[src/tcpm_pkg.sv]
// ----------------------------------------------------------------------------
// tcpm_pkg
// Shared types and constants of the timestamped capture pwm measure unit.
// ----------------------------------------------------------------------------
package tcpm_pkg;

	// configuration register indexes
	localparam int unsigned CFG_IDX_W = 2;
	localparam logic [CFG_IDX_W-1:0] CFG_LEVEL_MASK  = 2'd0;
	localparam logic [CFG_IDX_W-1:0] CFG_CAPACITY    = 2'd1;
	localparam logic [CFG_IDX_W-1:0] CFG_CHANGE_ONLY = 2'd2;

	// configuration reset values
	localparam logic [31:0] LEVEL_MASK_RST  = 32'h0002_0000;
	localparam logic [6:0]  CAPACITY_RST    = 7'd50;
	localparam logic        CHANGE_ONLY_RST = 1'b0;

	// item commands
	localparam logic CMD_RECORD = 1'b0;
	localparam logic CMD_CLEAR  = 1'b1;

	// accumulator and divider sizes
	localparam int unsigned TOTAL_W   = 40;
	localparam int unsigned NUM_W     = 47;
	localparam int unsigned DIV_STEPS = NUM_W;
	localparam int unsigned STEP_W    = $clog2(DIV_STEPS);
	localparam logic [TOTAL_W-1:0] TOTAL_MAX = {TOTAL_W{1'b1}};
	localparam logic [6:0]         RISE_MAX  = 7'd127;

	// controller to datapath commands
	typedef struct packed {
		logic upd;   // item transfer, apply it to the state
		logic load;  // load both dividers
		logic step;  // one divider iteration
	} tcpm_cmd_t;

endpackage

[src/tcpm_item_if.sv]
// ----------------------------------------------------------------------------
// tcpm_item_if
// Input item channel: command, sample and timer stamp with valid/ready.
// ----------------------------------------------------------------------------
interface tcpm_item_if;
	logic        valid;
	logic        ready;
	logic        command;
	logic [31:0] sample;
	logic [31:0] stamp;

	modport source (output valid, output command, output sample, output stamp, input ready);
	modport sink   (input valid, input command, input sample, input stamp, output ready);
endinterface

[src/tcpm_result_if.sv]
// ----------------------------------------------------------------------------
// tcpm_result_if
// Result channel: status, record count, period and duty with valid/ready.
// ----------------------------------------------------------------------------
interface tcpm_result_if;
	logic        valid;
	logic        ready;
	logic        ok;
	logic        stored;
	logic [6:0]  record_count;
	logic [31:0] period;
	logic [6:0]  duty_percent;

	modport source (output valid, output ok, output stored, output record_count,
		output period, output duty_percent, input ready);
	modport sink   (input valid, input ok, input stored, input record_count,
		input period, input duty_percent, output ready);
endinterface

[src/tcpm_ctrl.sv]
// ----------------------------------------------------------------------------
// tcpm_ctrl
// Sequencer: takes one item, loads the dividers, runs the divide iterations
// and holds the result until it is taken.
// ----------------------------------------------------------------------------
module tcpm_ctrl (
	input  logic                 clk,
	input  logic                 arst_n,
	input  logic                 in_valid,
	output logic                 in_ready,
	output logic                 out_valid,
	input  logic                 out_ready,
	output tcpm_pkg::tcpm_cmd_t  cmd
);
	import tcpm_pkg::*;

	typedef enum logic [1:0] {
		ST_IDLE,
		ST_LOAD,
		ST_DIV,
		ST_OUT
	} state_t;

	state_t              state_q;
	logic [STEP_W-1:0]   step_q;

	assign in_ready  = (state_q == ST_IDLE);
	assign out_valid = (state_q == ST_OUT);

	// commands decoded from the state
	always_comb begin
		cmd      = '0;
		cmd.upd  = in_valid && (state_q == ST_IDLE);
		cmd.load = (state_q == ST_LOAD);
		cmd.step = (state_q == ST_DIV);
	end

	// state and iteration counter
	always_ff @(posedge clk or negedge arst_n) begin
		if (!arst_n) begin
			state_q <= ST_IDLE;
			step_q  <= '0;
		end else begin
			case (state_q)
				ST_IDLE: begin
					if (in_valid) begin
						state_q <= ST_LOAD;
					end
				end
				ST_LOAD: begin
					step_q  <= STEP_W'(DIV_STEPS - 1);
					state_q <= ST_DIV;
				end
				ST_DIV: begin
					if (step_q == '0) begin
						state_q <= ST_OUT;
					end else begin
						step_q <= step_q - STEP_W'(1);
					end
				end
				ST_OUT: begin
					if (out_ready) begin
						state_q <= ST_IDLE;
					end
				end
				default: begin
					state_q <= ST_IDLE;
				end
			endcase
		end
	end

endmodule

[src/tcpm_datapath.sv]
// ----------------------------------------------------------------------------
// tcpm_datapath
// Configuration registers, record state, period and duty accumulators and
// two bit-serial restoring dividers.
// ----------------------------------------------------------------------------
module tcpm_datapath #(
	parameter int unsigned MAX_RECORDS = 64
) (
	input  logic                               clk,
	input  logic                               arst_n,
	input  logic                               cfg_we,
	input  logic [tcpm_pkg::CFG_IDX_W-1:0]     cfg_index,
	input  logic [31:0]                        cfg_data,
	input  tcpm_pkg::tcpm_cmd_t                cmd,
	input  logic                               command,
	input  logic [31:0]                        sample,
	input  logic [31:0]                        stamp,
	output logic                               ok,
	output logic                               stored,
	output logic [6:0]                         record_count,
	output logic [31:0]                        period,
	output logic [6:0]                         duty_percent
);
	import tcpm_pkg::*;

	localparam int unsigned CNT_W = $clog2(MAX_RECORDS + 1);
	localparam int unsigned CMP_W = (CNT_W > 7) ? CNT_W : 7;

	// configuration
	logic [31:0]          level_mask_q;
	logic [6:0]           capacity_q;
	logic                 change_only_q;

	// record and accumulator state
	logic [CNT_W-1:0]     count_q;
	logic                 first_done_q;
	logic [31:0]          prev_sample_q;
	logic [31:0]          prev_stamp_q;
	logic                 rise_level_q;
	logic [6:0]           rise_count_q;
	logic [31:0]          last_rise_q;
	logic [TOTAL_W-1:0]   period_total_q;
	logic                 duty_level_q;
	logic [31:0]          last_change_q;
	logic [TOTAL_W-1:0]   high_total_q;
	logic [TOTAL_W-1:0]   low_total_q;
	logic                 ok_q;
	logic                 stored_q;

	// divider state
	logic [NUM_W-1:0]     pnum_q;
	logic [6:0]           prem_q;
	logic [6:0]           pdiv_q;
	logic                 per_en_q;
	logic [NUM_W-1:0]     dnum_q;
	logic [TOTAL_W:0]     drem_q;
	logic [TOTAL_W:0]     dsum_q;

	logic [CMP_W-1:0]     cap_lim;
	logic                 full;
	logic                 rec;
	logic                 weigh;
	logic                 lvl;
	logic [31:0]          rise_d;
	logic [31:0]          chg_d;
	logic [7:0]           prem_sh;
	logic                 pbit;
	logic [TOTAL_W+1:0]   drem_sh;
	logic                 dbit;
	logic                 per_nz;

	function automatic logic [TOTAL_W-1:0] sat_add(input logic [TOTAL_W-1:0] a,
		input logic [31:0] b);
		logic [TOTAL_W:0] s;
		s = {1'b0, a} + (TOTAL_W+1)'(b);
		return (s > {1'b0, TOTAL_MAX}) ? TOTAL_MAX : s[TOTAL_W-1:0];
	endfunction

	// configuration writes, unknown indexes ignored
	always_ff @(posedge clk or negedge arst_n) begin
		if (!arst_n) begin
			level_mask_q  <= LEVEL_MASK_RST;
			capacity_q    <= CAPACITY_RST;
			change_only_q <= CHANGE_ONLY_RST;
		end else if (cfg_we) begin
			case (cfg_index)
				CFG_LEVEL_MASK:  level_mask_q  <= cfg_data;
				CFG_CAPACITY:    capacity_q    <= cfg_data[6:0];
				CFG_CHANGE_ONLY: change_only_q <= cfg_data[0];
				default: ;
			endcase
		end
	end

	// record decision
	always_comb begin
		cap_lim = (CMP_W'(capacity_q) > CMP_W'(MAX_RECORDS)) ? CMP_W'(MAX_RECORDS)
			: CMP_W'(capacity_q);
		full    = CMP_W'(count_q) >= cap_lim;
		rec     = (command == CMD_RECORD) && !full && (!change_only_q || !first_done_q
			|| ((count_q != '0) && (prev_sample_q != sample)));
		weigh   = rec && (count_q != '0);
		lvl     = |(prev_sample_q & level_mask_q);
		rise_d  = last_rise_q - prev_stamp_q;
		chg_d   = last_change_q - prev_stamp_q;
	end

	// item update: clear, or record and weigh the previous record
	always_ff @(posedge clk or negedge arst_n) begin
		if (!arst_n) begin
			count_q        <= '0;
			first_done_q   <= 1'b0;
			prev_sample_q  <= '0;
			prev_stamp_q   <= '0;
			rise_level_q   <= 1'b0;
			rise_count_q   <= '0;
			last_rise_q    <= '0;
			period_total_q <= '0;
			duty_level_q   <= 1'b0;
			last_change_q  <= '0;
			high_total_q   <= '0;
			low_total_q    <= '0;
			ok_q           <= 1'b0;
			stored_q       <= 1'b0;
		end else if (cmd.upd) begin
			if (command == CMD_CLEAR) begin
				count_q        <= '0;
				first_done_q   <= 1'b0;
				prev_sample_q  <= '0;
				prev_stamp_q   <= '0;
				rise_level_q   <= 1'b0;
				rise_count_q   <= '0;
				last_rise_q    <= '0;
				period_total_q <= '0;
				duty_level_q   <= 1'b0;
				last_change_q  <= '0;
				high_total_q   <= '0;
				low_total_q    <= '0;
				ok_q           <= 1'b1;
				stored_q       <= 1'b0;
			end else begin
				ok_q     <= !full;
				stored_q <= rec;
				if (!full && change_only_q) begin
					first_done_q <= 1'b1;
				end
				if (rec) begin
					prev_sample_q <= sample;
					prev_stamp_q  <= stamp;
					count_q       <= count_q + CNT_W'(1);
				end
				// rise tracking
				if (weigh) begin
					if (lvl) begin
						if (!rise_level_q) begin
							if (rise_count_q != '0) begin
								period_total_q <= sat_add(period_total_q, rise_d);
							end
							if (rise_count_q < RISE_MAX) begin
								rise_count_q <= rise_count_q + 7'd1;
							end
							last_rise_q <= prev_stamp_q;
						end
						rise_level_q <= 1'b1;
					end else begin
						rise_level_q <= 1'b0;
					end
					// level change tracking, the oldest record only sets the start
					if (count_q == CNT_W'(1)) begin
						last_change_q <= prev_stamp_q;
						duty_level_q  <= lvl;
					end else if (lvl != duty_level_q) begin
						if (lvl) begin
							low_total_q <= sat_add(low_total_q, chg_d);
						end else begin
							high_total_q <= sat_add(high_total_q, chg_d);
						end
						last_change_q <= prev_stamp_q;
						duty_level_q  <= lvl;
					end
				end
			end
		end
	end

	// divider iteration
	always_comb begin
		prem_sh = {prem_q, pnum_q[NUM_W-1]};
		pbit    = prem_sh >= {1'b0, pdiv_q};
		drem_sh = {drem_q, dnum_q[NUM_W-1]};
		dbit    = drem_sh >= {1'b0, dsum_q};
	end

	always_ff @(posedge clk or negedge arst_n) begin
		if (!arst_n) begin
			pnum_q   <= '0;
			prem_q   <= '0;
			pdiv_q   <= '0;
			per_en_q <= 1'b0;
			dnum_q   <= '0;
			drem_q   <= '0;
			dsum_q   <= '0;
		end else if (cmd.load) begin
			pnum_q   <= NUM_W'(period_total_q);
			prem_q   <= '0;
			pdiv_q   <= rise_count_q - 7'd1;
			per_en_q <= (count_q >= CNT_W'(3)) && (rise_count_q >= 7'd2);
			// 100 * high as 64 + 32 + 4
			dnum_q   <= NUM_W'({high_total_q, 6'b0}) + NUM_W'({high_total_q, 5'b0})
				+ NUM_W'({high_total_q, 2'b0});
			drem_q   <= '0;
			dsum_q   <= {1'b0, high_total_q} + {1'b0, low_total_q};
		end else if (cmd.step) begin
			if (pbit) begin
				prem_q <= 7'(prem_sh - {1'b0, pdiv_q});
			end else begin
				prem_q <= prem_sh[6:0];
			end
			pnum_q <= {pnum_q[NUM_W-2:0], pbit};
			if (dbit) begin
				drem_q <= (TOTAL_W+1)'(drem_sh - {1'b0, dsum_q});
			end else begin
				drem_q <= drem_sh[TOTAL_W:0];
			end
			dnum_q <= {dnum_q[NUM_W-2:0], dbit};
		end
	end

	// result fields
	always_comb begin
		per_nz       = per_en_q && (pnum_q[TOTAL_W-1:0] != '0);
		ok           = ok_q;
		stored       = stored_q;
		record_count = 7'(count_q);
		period       = per_en_q ? pnum_q[31:0] : 32'd0;
		duty_percent = (per_nz && (dsum_q != '0)) ? dnum_q[6:0] : 7'd0;
	end

endmodule

[src/timestamped_capture_pwm_measure_unit.sv]
// ----------------------------------------------------------------------------
// timestamped_capture_pwm_measure_unit
// PWM period and duty measurement over timestamped sample captures.
// ----------------------------------------------------------------------------
// After an input transfer the unit runs a load step and then the iterations
// of the two bit-serial dividers; the result is held until it is taken.
// Only one item is in flight at a time.
// Reset: asynchronous, clears all records and accumulators, level_mask to
// 0x20000, capacity to 50, change_only to 0.
module timestamped_capture_pwm_measure_unit #(
	parameter int unsigned MAX_RECORDS = 64
) (
	input  logic                            clk,
	input  logic                            arst_n,
	input  logic                            cfg_we,
	input  logic [tcpm_pkg::CFG_IDX_W-1:0]  cfg_index,
	input  logic [31:0]                     cfg_data,
	tcpm_item_if.sink                       item_in,
	tcpm_result_if.source                   result_out
);
	import tcpm_pkg::*;

	tcpm_cmd_t cmd;

	// sequencer
	tcpm_ctrl u_ctrl (
		.clk       (clk),
		.arst_n    (arst_n),
		.in_valid  (item_in.valid),
		.in_ready  (item_in.ready),
		.out_valid (result_out.valid),
		.out_ready (result_out.ready),
		.cmd       (cmd)
	);

	// state, accumulators and dividers
	tcpm_datapath #(
		.MAX_RECORDS (MAX_RECORDS)
	) u_datapath (
		.clk          (clk),
		.arst_n       (arst_n),
		.cfg_we       (cfg_we),
		.cfg_index    (cfg_index),
		.cfg_data     (cfg_data),
		.cmd          (cmd),
		.command      (item_in.command),
		.sample       (item_in.sample),
		.stamp        (item_in.stamp),
		.ok           (result_out.ok),
		.stored       (result_out.stored),
		.record_count (result_out.record_count),
		.period       (result_out.period),
		.duty_percent (result_out.duty_percent)
	);

endmodule

[src/flat_wrapper.sv]
// flat-port wrapper written by rule: the top's interface ports become plain ports
module timestamped_capture_pwm_measure_unit_flat import tcpm_pkg::*;
#(
	parameter int unsigned MAX_RECORDS = 64
)
  (clk, arst_n, cfg_we, cfg_index, cfg_data, item_in_valid, item_in_command, item_in_sample, item_in_stamp, item_in_ready, result_out_valid, result_out_ok, result_out_stored, result_out_record_count, result_out_period, result_out_duty_percent, result_out_ready);
  tcpm_item_if item_in_i ();
  tcpm_result_if result_out_i ();
  input  logic clk;
  input  logic arst_n;
  input  logic cfg_we;
  input  logic [tcpm_pkg::CFG_IDX_W-1:0] cfg_index;
  input  logic [31:0] cfg_data;
  input wire logic [$bits(item_in_i.valid)-1:0] item_in_valid;
  input wire logic [$bits(item_in_i.command)-1:0] item_in_command;
  input wire logic [$bits(item_in_i.sample)-1:0] item_in_sample;
  input wire logic [$bits(item_in_i.stamp)-1:0] item_in_stamp;
  output wire logic [$bits(item_in_i.ready)-1:0] item_in_ready;
  output wire logic [$bits(result_out_i.valid)-1:0] result_out_valid;
  output wire logic [$bits(result_out_i.ok)-1:0] result_out_ok;
  output wire logic [$bits(result_out_i.stored)-1:0] result_out_stored;
  output wire logic [$bits(result_out_i.record_count)-1:0] result_out_record_count;
  output wire logic [$bits(result_out_i.period)-1:0] result_out_period;
  output wire logic [$bits(result_out_i.duty_percent)-1:0] result_out_duty_percent;
  input wire logic [$bits(result_out_i.ready)-1:0] result_out_ready;
  assign item_in_i.valid = item_in_valid;
  assign item_in_i.command = item_in_command;
  assign item_in_i.sample = item_in_sample;
  assign item_in_i.stamp = item_in_stamp;
  assign item_in_ready = item_in_i.ready;
  assign result_out_valid = result_out_i.valid;
  assign result_out_ok = result_out_i.ok;
  assign result_out_stored = result_out_i.stored;
  assign result_out_record_count = result_out_i.record_count;
  assign result_out_period = result_out_i.period;
  assign result_out_duty_percent = result_out_i.duty_percent;
  assign result_out_i.ready = result_out_ready;
  timestamped_capture_pwm_measure_unit #(.MAX_RECORDS(MAX_RECORDS)) u_core (.clk(clk), .arst_n(arst_n), .cfg_we(cfg_we), .cfg_index(cfg_index), .cfg_data(cfg_data), .item_in(item_in_i), .result_out(result_out_i));
endmodule
[config.mk]
export PLATFORM = sky130hd
export DESIGN_NAME = timestamped_capture_pwm_measure_unit_flat
export DESIGN_NICKNAME = d
export VERILOG_FILES = /design/src/tcpm_pkg.sv /design/src/tcpm_item_if.sv /design/src/tcpm_result_if.sv /design/src/tcpm_ctrl.sv /design/src/tcpm_datapath.sv /design/src/timestamped_capture_pwm_measure_unit.sv /design/src/flat_wrapper.sv
export SDC_FILE = /design/constraint.sdc
export NUM_CORES = 2
export LEC_CHECK = 0
export BUFFER_PORTS_ARGS = -buffer_cell sky130_fd_sc_hd__buf_2
export CORE_AREA = 2 2 311 313
export CTS_CLUSTER_DIAMETER = 120
export DETAILED_ROUTE_END_ITERATION = 6
export DIE_AREA = 0 0 313 315
export GPL_TIMING_DRIVEN = 1
export PLACE_DENSITY_LB_ADDON = 0.3
export SLEW_MARGIN = 20
export SYNTH_ARGS = -nofsm -noshare
export SYNTH_HDL_FRONTEND = slang
export SYNTH_SLANG_ARGS = --single-unit
[constraint.sdc]
create_clock -name clk -period 7.4 [get_ports clk]
set_clock_uncertainty 0.1 [all_clocks]
set_input_delay 1.48 -clock clk [delete_from_list [all_inputs] [get_ports clk]]
set_output_delay 1.48 -clock clk [all_outputs]
set_load 0.01 [all_outputs]
# Word-level counts from Yosys, hierarchy flattened

Index checks and enable logic that the tools add are counted.
Widths: inputs -> output; s select.

Register bits: 506
Input port bits: 104
Output and inout port bits: 50
Word-level logic and storage cells: 179

Multiplexer cells: 67
Magnitude comparators: 10
$add $sub $neg: 14
Reductions and logical operators: 45
Equal/unequal tests: 15
Bitwise operators: 2

Operator list:

| kind                 | number |
|---|---|
| $mux 40              | 18 |
| $mux 32              | 13 |
| $mux 47              | 4 |
| $add 40x32->41       | 3 |
| $gt 41x40->1 const B | 3 |
| $mux 41              | 3 |
| $mux 7               | 12 |
| $sub 32x32->32       | 2 |
| $add 46x45->47       | 1 |
| $add 47x42->47       | 1 |
| $ge 42x41->1         | 1 |
| $add 40x40->41       | 1 |
| $reduce_bool 41->1   | 1 |
| $sub 41x41->41       | 1 |
| $reduce_bool 40->1   | 1 |
| $and 32x32->32       | 1 |
| $ne 32x32->1         | 1 |
| $reduce_or 32->1     | 1 |
| $reduce_and 5->1     | 4 |
| $reduce_bool 2->1    | 8 |
| $add 7x1->7 const B  | 2 |
| $ge 7x2->1 const B   | 2 |
| $reduce_and 2->1     | 7 |
| $reduce_bool 7->1    | 2 |
| other kinds (27)     | 60 |

# Longest topological paths before layout

Word-level depth: 9
Mapped depth: 26
Mapped depth without buffers: 24

# By module

From an unflattened synthesis, not the netlist that was laid out.

Cells, all modules: 4236
Area, all modules: 37458.4 µm²

By module, submodules not included:

| module        | cells an instance | times used | area an instance (µm²) | sequential area each (µm²) |
|---|---|---|---|---|
| tcpm_datapath | 4185              | 1          | 36929.2                | 12467.0 |
| tcpm_ctrl     | 51                | 1          | 529.3                  | 200.2 |

# Least setup slack after synthesis

No wires, ideal clock.

Path type: register -> register
Start point: register u_core.u_datapath.prev_stamp_q[0]
End point: register u_core.u_datapath.high_total_q[20]
Buffers on the path: 2
Arrival time: 4892 ps
Library setup time: 120 ps
Period minus slack after synthesis: 5112 ps
Required time: 7180 ps
Setup slack: 2288 ps
Stages on the path, launching flop included: 22
Cells stage by stage: dfrtp_1 > ha_1 > fa_1 > nor2b_1 > o31ai_1 > a2111oi_0 > nor3_1 > nor2_1 > a31o_2 > nor2_1 > xnor2_1 > ha_1 > and3_1 > a221o_1 > a211o_1 > a21oi_1 > o31ai_2 > a31o_2 > buf_4 > buf_2 > o21ai_0 > nand2_1

Longest elaborated chain between the ends: 9

Ends and longest elaborated chain:

| item                     | line                 | source |
|---|---|---|
| start: declaration       | tcpm_datapath.sv:38  | `logic [31:0] prev_stamp_q;` |
| start signal: assignment | tcpm_datapath.sv:149 | `prev_stamp_q <= stamp;` |
| $sub 32x32->32 *         | tcpm_datapath.sv:105 | `chg_d = last_change_q - prev_stamp_q;` |
| $add 40x32->41 *         | tcpm_datapath.sv:75  | `s = {1'b0, a} + (TOTAL_W+1)'(b);` |
| $gt 41x40->1             | tcpm_datapath.sv:76  | `return (s > {1'b0, TOTAL_MAX}) ? TOTAL_MAX : s[TOTAL_W-1:0];` |
| $mux 40 *                | tcpm_datapath.sv:76  |  |
| $mux 40 *                | tcpm_datapath.sv:173 | `if (lvl) begin` |
| $mux 40 *                | tcpm_datapath.sv:172 | `end else if (lvl != duty_level_q) begin` |
| $mux 40 *                | tcpm_datapath.sv:169 | `if (count_q == CNT_W'(1)) begin` |
| $mux 40 *                | tcpm_datapath.sv:153 | `if (weigh) begin` |
| $mux 40 *                | tcpm_datapath.sv:126 | `if (command == CMD_CLEAR) begin` |
| end signal: assignment   | tcpm_datapath.sv:176 | `high_total_q <= sat_add(high_total_q, chg_d);` |
| end: declaration         | tcpm_datapath.sv:45  | `logic [TOTAL_W-1:0] high_total_q;` |

Mark *: on every way between the ends. The rest lies on a longest branch, timed or not. The select of a mux whose other input is x is not followed.
A chain may end at the register's enable or synchronous reset.

# Worst setup path in the final report

Start point: register u_core.u_datapath.prev_stamp_q[0]
End point: register u_core.u_datapath.high_total_q[37]

Same word-level chain as after synthesis.

==> results.toml <==
[floorplan]
design.die.area_sq_um = 98600
die_w_microns = 313
ioPinCount = 154
coreArea_sq_um = 95700
start_util_pct = 39.5
row_count = 114
die_y_microns = 315

[placement]
hpwl_microns = 79300
finalWeightedCongestion = 0.904
placed_cell_area_sq_um = 39800
io_buffers = 153

[logic_synthesis]
synth_async_sr_flop_share_pct = 100
synth_area_leaders = "dfrtp_1 33%, ha_1 11%, a21oi_1 4.8%"
synthAdderAreaFrac_pct = 13.1
syn_nets = 4688
synthXorXnorAreaFrac_pct = 6.00
syn_inst = 4215
avgSynthCellArea_sq_um = 8.96
synth_top_area_cell = "dfrtp_1"
syn_area_sq_um = 37800
synth-seq-cells = 506
synthMostInstantiatedCell = "dfrtp_1"
synth-simple-area-share_pct = 15.3
synth_top_family_by_area = "compound AO/OA/AOI/OAI gates"
synth_edf_count = 0
synth_compound_area_share_pct = 22.6
synth_mux_area_share_pct = 5.89
synth_warnings = 0
yosys_most_used_dff = "dfrtp_1"
yosysTopAreaCellShare_pct = 33.2
yosysSeqAreaShare_pct = 33.5
synth_commonest_cells = "502 x dfrtp_1, 365 x nor2_1, 362 x nand2_1, 361 x a21oi_1, 324 x ha_1"
synth_cell_types = 97

[final_layout]
finish.instance_area_sq_um = 42100
final_layout_size_suffix_gt1_share_pct = 10.6
nets = 4772
area_delta_synth_final_pct = 11.5
final_util_pct = 44.0

[global_routing]
grt_pass1_wl_microns = 168000
grt_usage_pct = 21.1
grt_pass1_vias = 30300
grt_remaining_overflow = 0
grt_max_degree = 142
antenna_found_initial = 6

[hold_path]
min-delay-start = "u_core.u_datapath.dnum_q[28]$_DFFE_PN0P_"
hp-class = "flop to flop"

[critical_path]
cp-start-kind = "flop"
arrival_ps = 6680
path_max_fanout = 9
critPathCaptureType = "flop"
crit_type = "flop to flop"
worstPathRequired_ps = 7780
rr_startpoint = "u_core.u_datapath.prev_stamp_q[0]$_DFFE_PN0P_"
crit_path_start = "u_core.u_datapath.prev_stamp_q[0]$_DFFE_PN0P_"

[timing]
final_max_slew_viol_count = 0
fmax_ghz = 0.159
finalSetupViolations = 0
max_slew_margin_pct = 30.4
tightest_slew_ps = 1040
min_period_ps = 6300
hold_violations = 0
fin_crit_sh_pct = 85.1
rsz0062_at_grt = "no"
fin_setup_tns_ps = 0

[clocking]
cts.clk_slew.worst_paths_ps = 60
cts_tree = "done"
cts_buffers = 66
cts-root-buf = "clkbuf_16"
post_cts_buffers = 0
clock-sinks = 506
clockBufferDepth = 3
clk-insertion-delay-late_ps = 640
cts_resized = 0
htree_num_levels = 3
hold_buffers = 0

[routing]
drc = 0
wire_per_inst_microns = 18.8
via_per_inst = 5.58
first_pass_iters = 7
drt_iter0_drc = 2087
drt-total-wl_microns = 106000
vias = 31400
postRouteAntennaNets = 0

[flow_run]
drv_cap = 0

[status]
status = "finished, final reports clean"
==> final cells by class <==
cell class | count | area [sq um]
timing repair buffer | 181 | 1040
inverter | 179 | 672
clock inverter | 32 | 409
fill | 9304 | 53600
sequential | 506 | 12700
tap | 1276 | 1600
multi-input combinational | 3365 | 23900
clock buffer | 87 | 1860
antenna | 3 | 7.51
==> kinds of logic (layout without fill, tap and decap cells) <==
kind of cell               after synthesis  in the layout
AOI/OAI and AO/OA                     1301           1301
and+or+nand+nor                       1227           1227
DFF                                    506            506
adders and majority gates              369            369
buffers and inverters                  344            479
xor gates and xnor gates               259            259
muxes                                  209            209
other                                    0              3
==> layer usage <==
metal / global-route usage, % / routed length, microns
met1: 29.0 / 49600
met2: 34.8 / 49100
met3: 3.01 / 4330
met4: 5.68 / 2620
met5: 0 / 37
==> per-stage QoR <==
stage	hold slack (ps)	instances	setup slack, ps
5_1_grt	408	5626	708
3_5_place_dp	376	5506	1050
6_report	383	5629	1100
3_3_place_gp	369	5506	1170
4_1_cts	388	5625	1030
2_1_floorplan	348	4215	2290
==> critical path, cell delays in order (launching register included) <==
cell and delay (ps):
dfrtp_1 410, ha_1 240, fa_1 410, nor2b_1 210, o31ai_1 110, a2111oi_0 850, nor3_1 200, nor2_1 230
a31o_2 230, nor2_1 60, xnor2_1 320, ha_1 370, and3_1 240, a221o_1 320, a211o_1 290, a21oi_1 370
o31ai_2 170, a31oi_2 480, nand2b_1 170, o311ai_1 260, o41ai_1 110
==> sequential cells by signal, summed over array words and instances (netlist names), 2 cells and up <==
signal                            flops
u_core.u_ctrl.state_q                 2
u_core.u_datapath.level_mask_q       32
u_core.u_datapath.prev_stamp_q       32
u_core.u_ctrl.step_q                  6
u_core.u_datapath.prev_sample_q      32
u_core.u_datapath.dsum_q             41
u_core.u_datapath.pdiv_q              7
u_core.u_datapath.drem_q             41
u_core.u_datapath.pnum_q             47
u_core.u_datapath.period_total_q     40
u_core.u_datapath.dnum_q             47
u_core.u_datapath.record_count        7
u_core.u_datapath.prem_q              7
u_core.u_datapath.high_total_q       40
u_core.u_datapath.capacity_q          7
u_core.u_datapath.low_total_q        40
u_core.u_datapath.last_change_q      32
u_core.u_datapath.last_rise_q        32
u_core.u_datapath.rise_count_q        7
==> worst paths after layout <==
check	cells past startpoint	slack [ps]	to
setup / recovery	20	1100	u_core.u_datapath.high_total_q[37]$_DFFE_PN0P_
hold / removal	1	380	u_core.u_datapath.dnum_q[28]$_DFFE_PN0P_
setup reg to reg	20	1100	u_core.u_datapath.high_total_q[37]$_DFFE_PN0P_
hold reg to reg	1	380	u_core.u_datapath.dnum_q[28]$_DFFE_PN0P_
max in group asynchronous	2	5090	u_core.u_datapath.dnum_q[12]$_DFFE_PN0P_
min in group asynchronous	1	810	u_core.u_datapath.pdiv_q[6]$_DFFE_PN0P_
==> cells in the final DEF, fill, tap and decap left out, types with 23 or more instances in the layout <==
cell type  Yosys  layout
o21bai_1      27      27
mux2i_1      102     102
fa_1          45      45
o21a_1        61      61
nand3_1       77      77
a22o_1        86      86
clkbuf_16      0      67
ha_1         324     322
or3_1         26      26
a211oi_1      23      23
nand2b_1      35      35
nor2_1       365     363
xor2_1        88      88
o211ai_1      27      27
nor2b_1       58      58
o21ai_0      264     264
and3_1        39      38
a21o_1       150     150
nor4_1        37      37
mux2_2       107     107
nand2_1      362     361
and2_1        57      57
nor3_1        63      63
buf_2         12     152
inv_1        176     176
xnor2_1      171     171
o2bb2ai_1     23      23
nand4_1       49      49
a21oi_1      361     359
dfrtp_1      502     502
buf_4          4      24
a31oi_1       44      43
o31ai_1       37      37
Power is left out: the tool's default activity adds up to more than one toggle a clock period on the data nets, which glitch-free logic cannot reach.
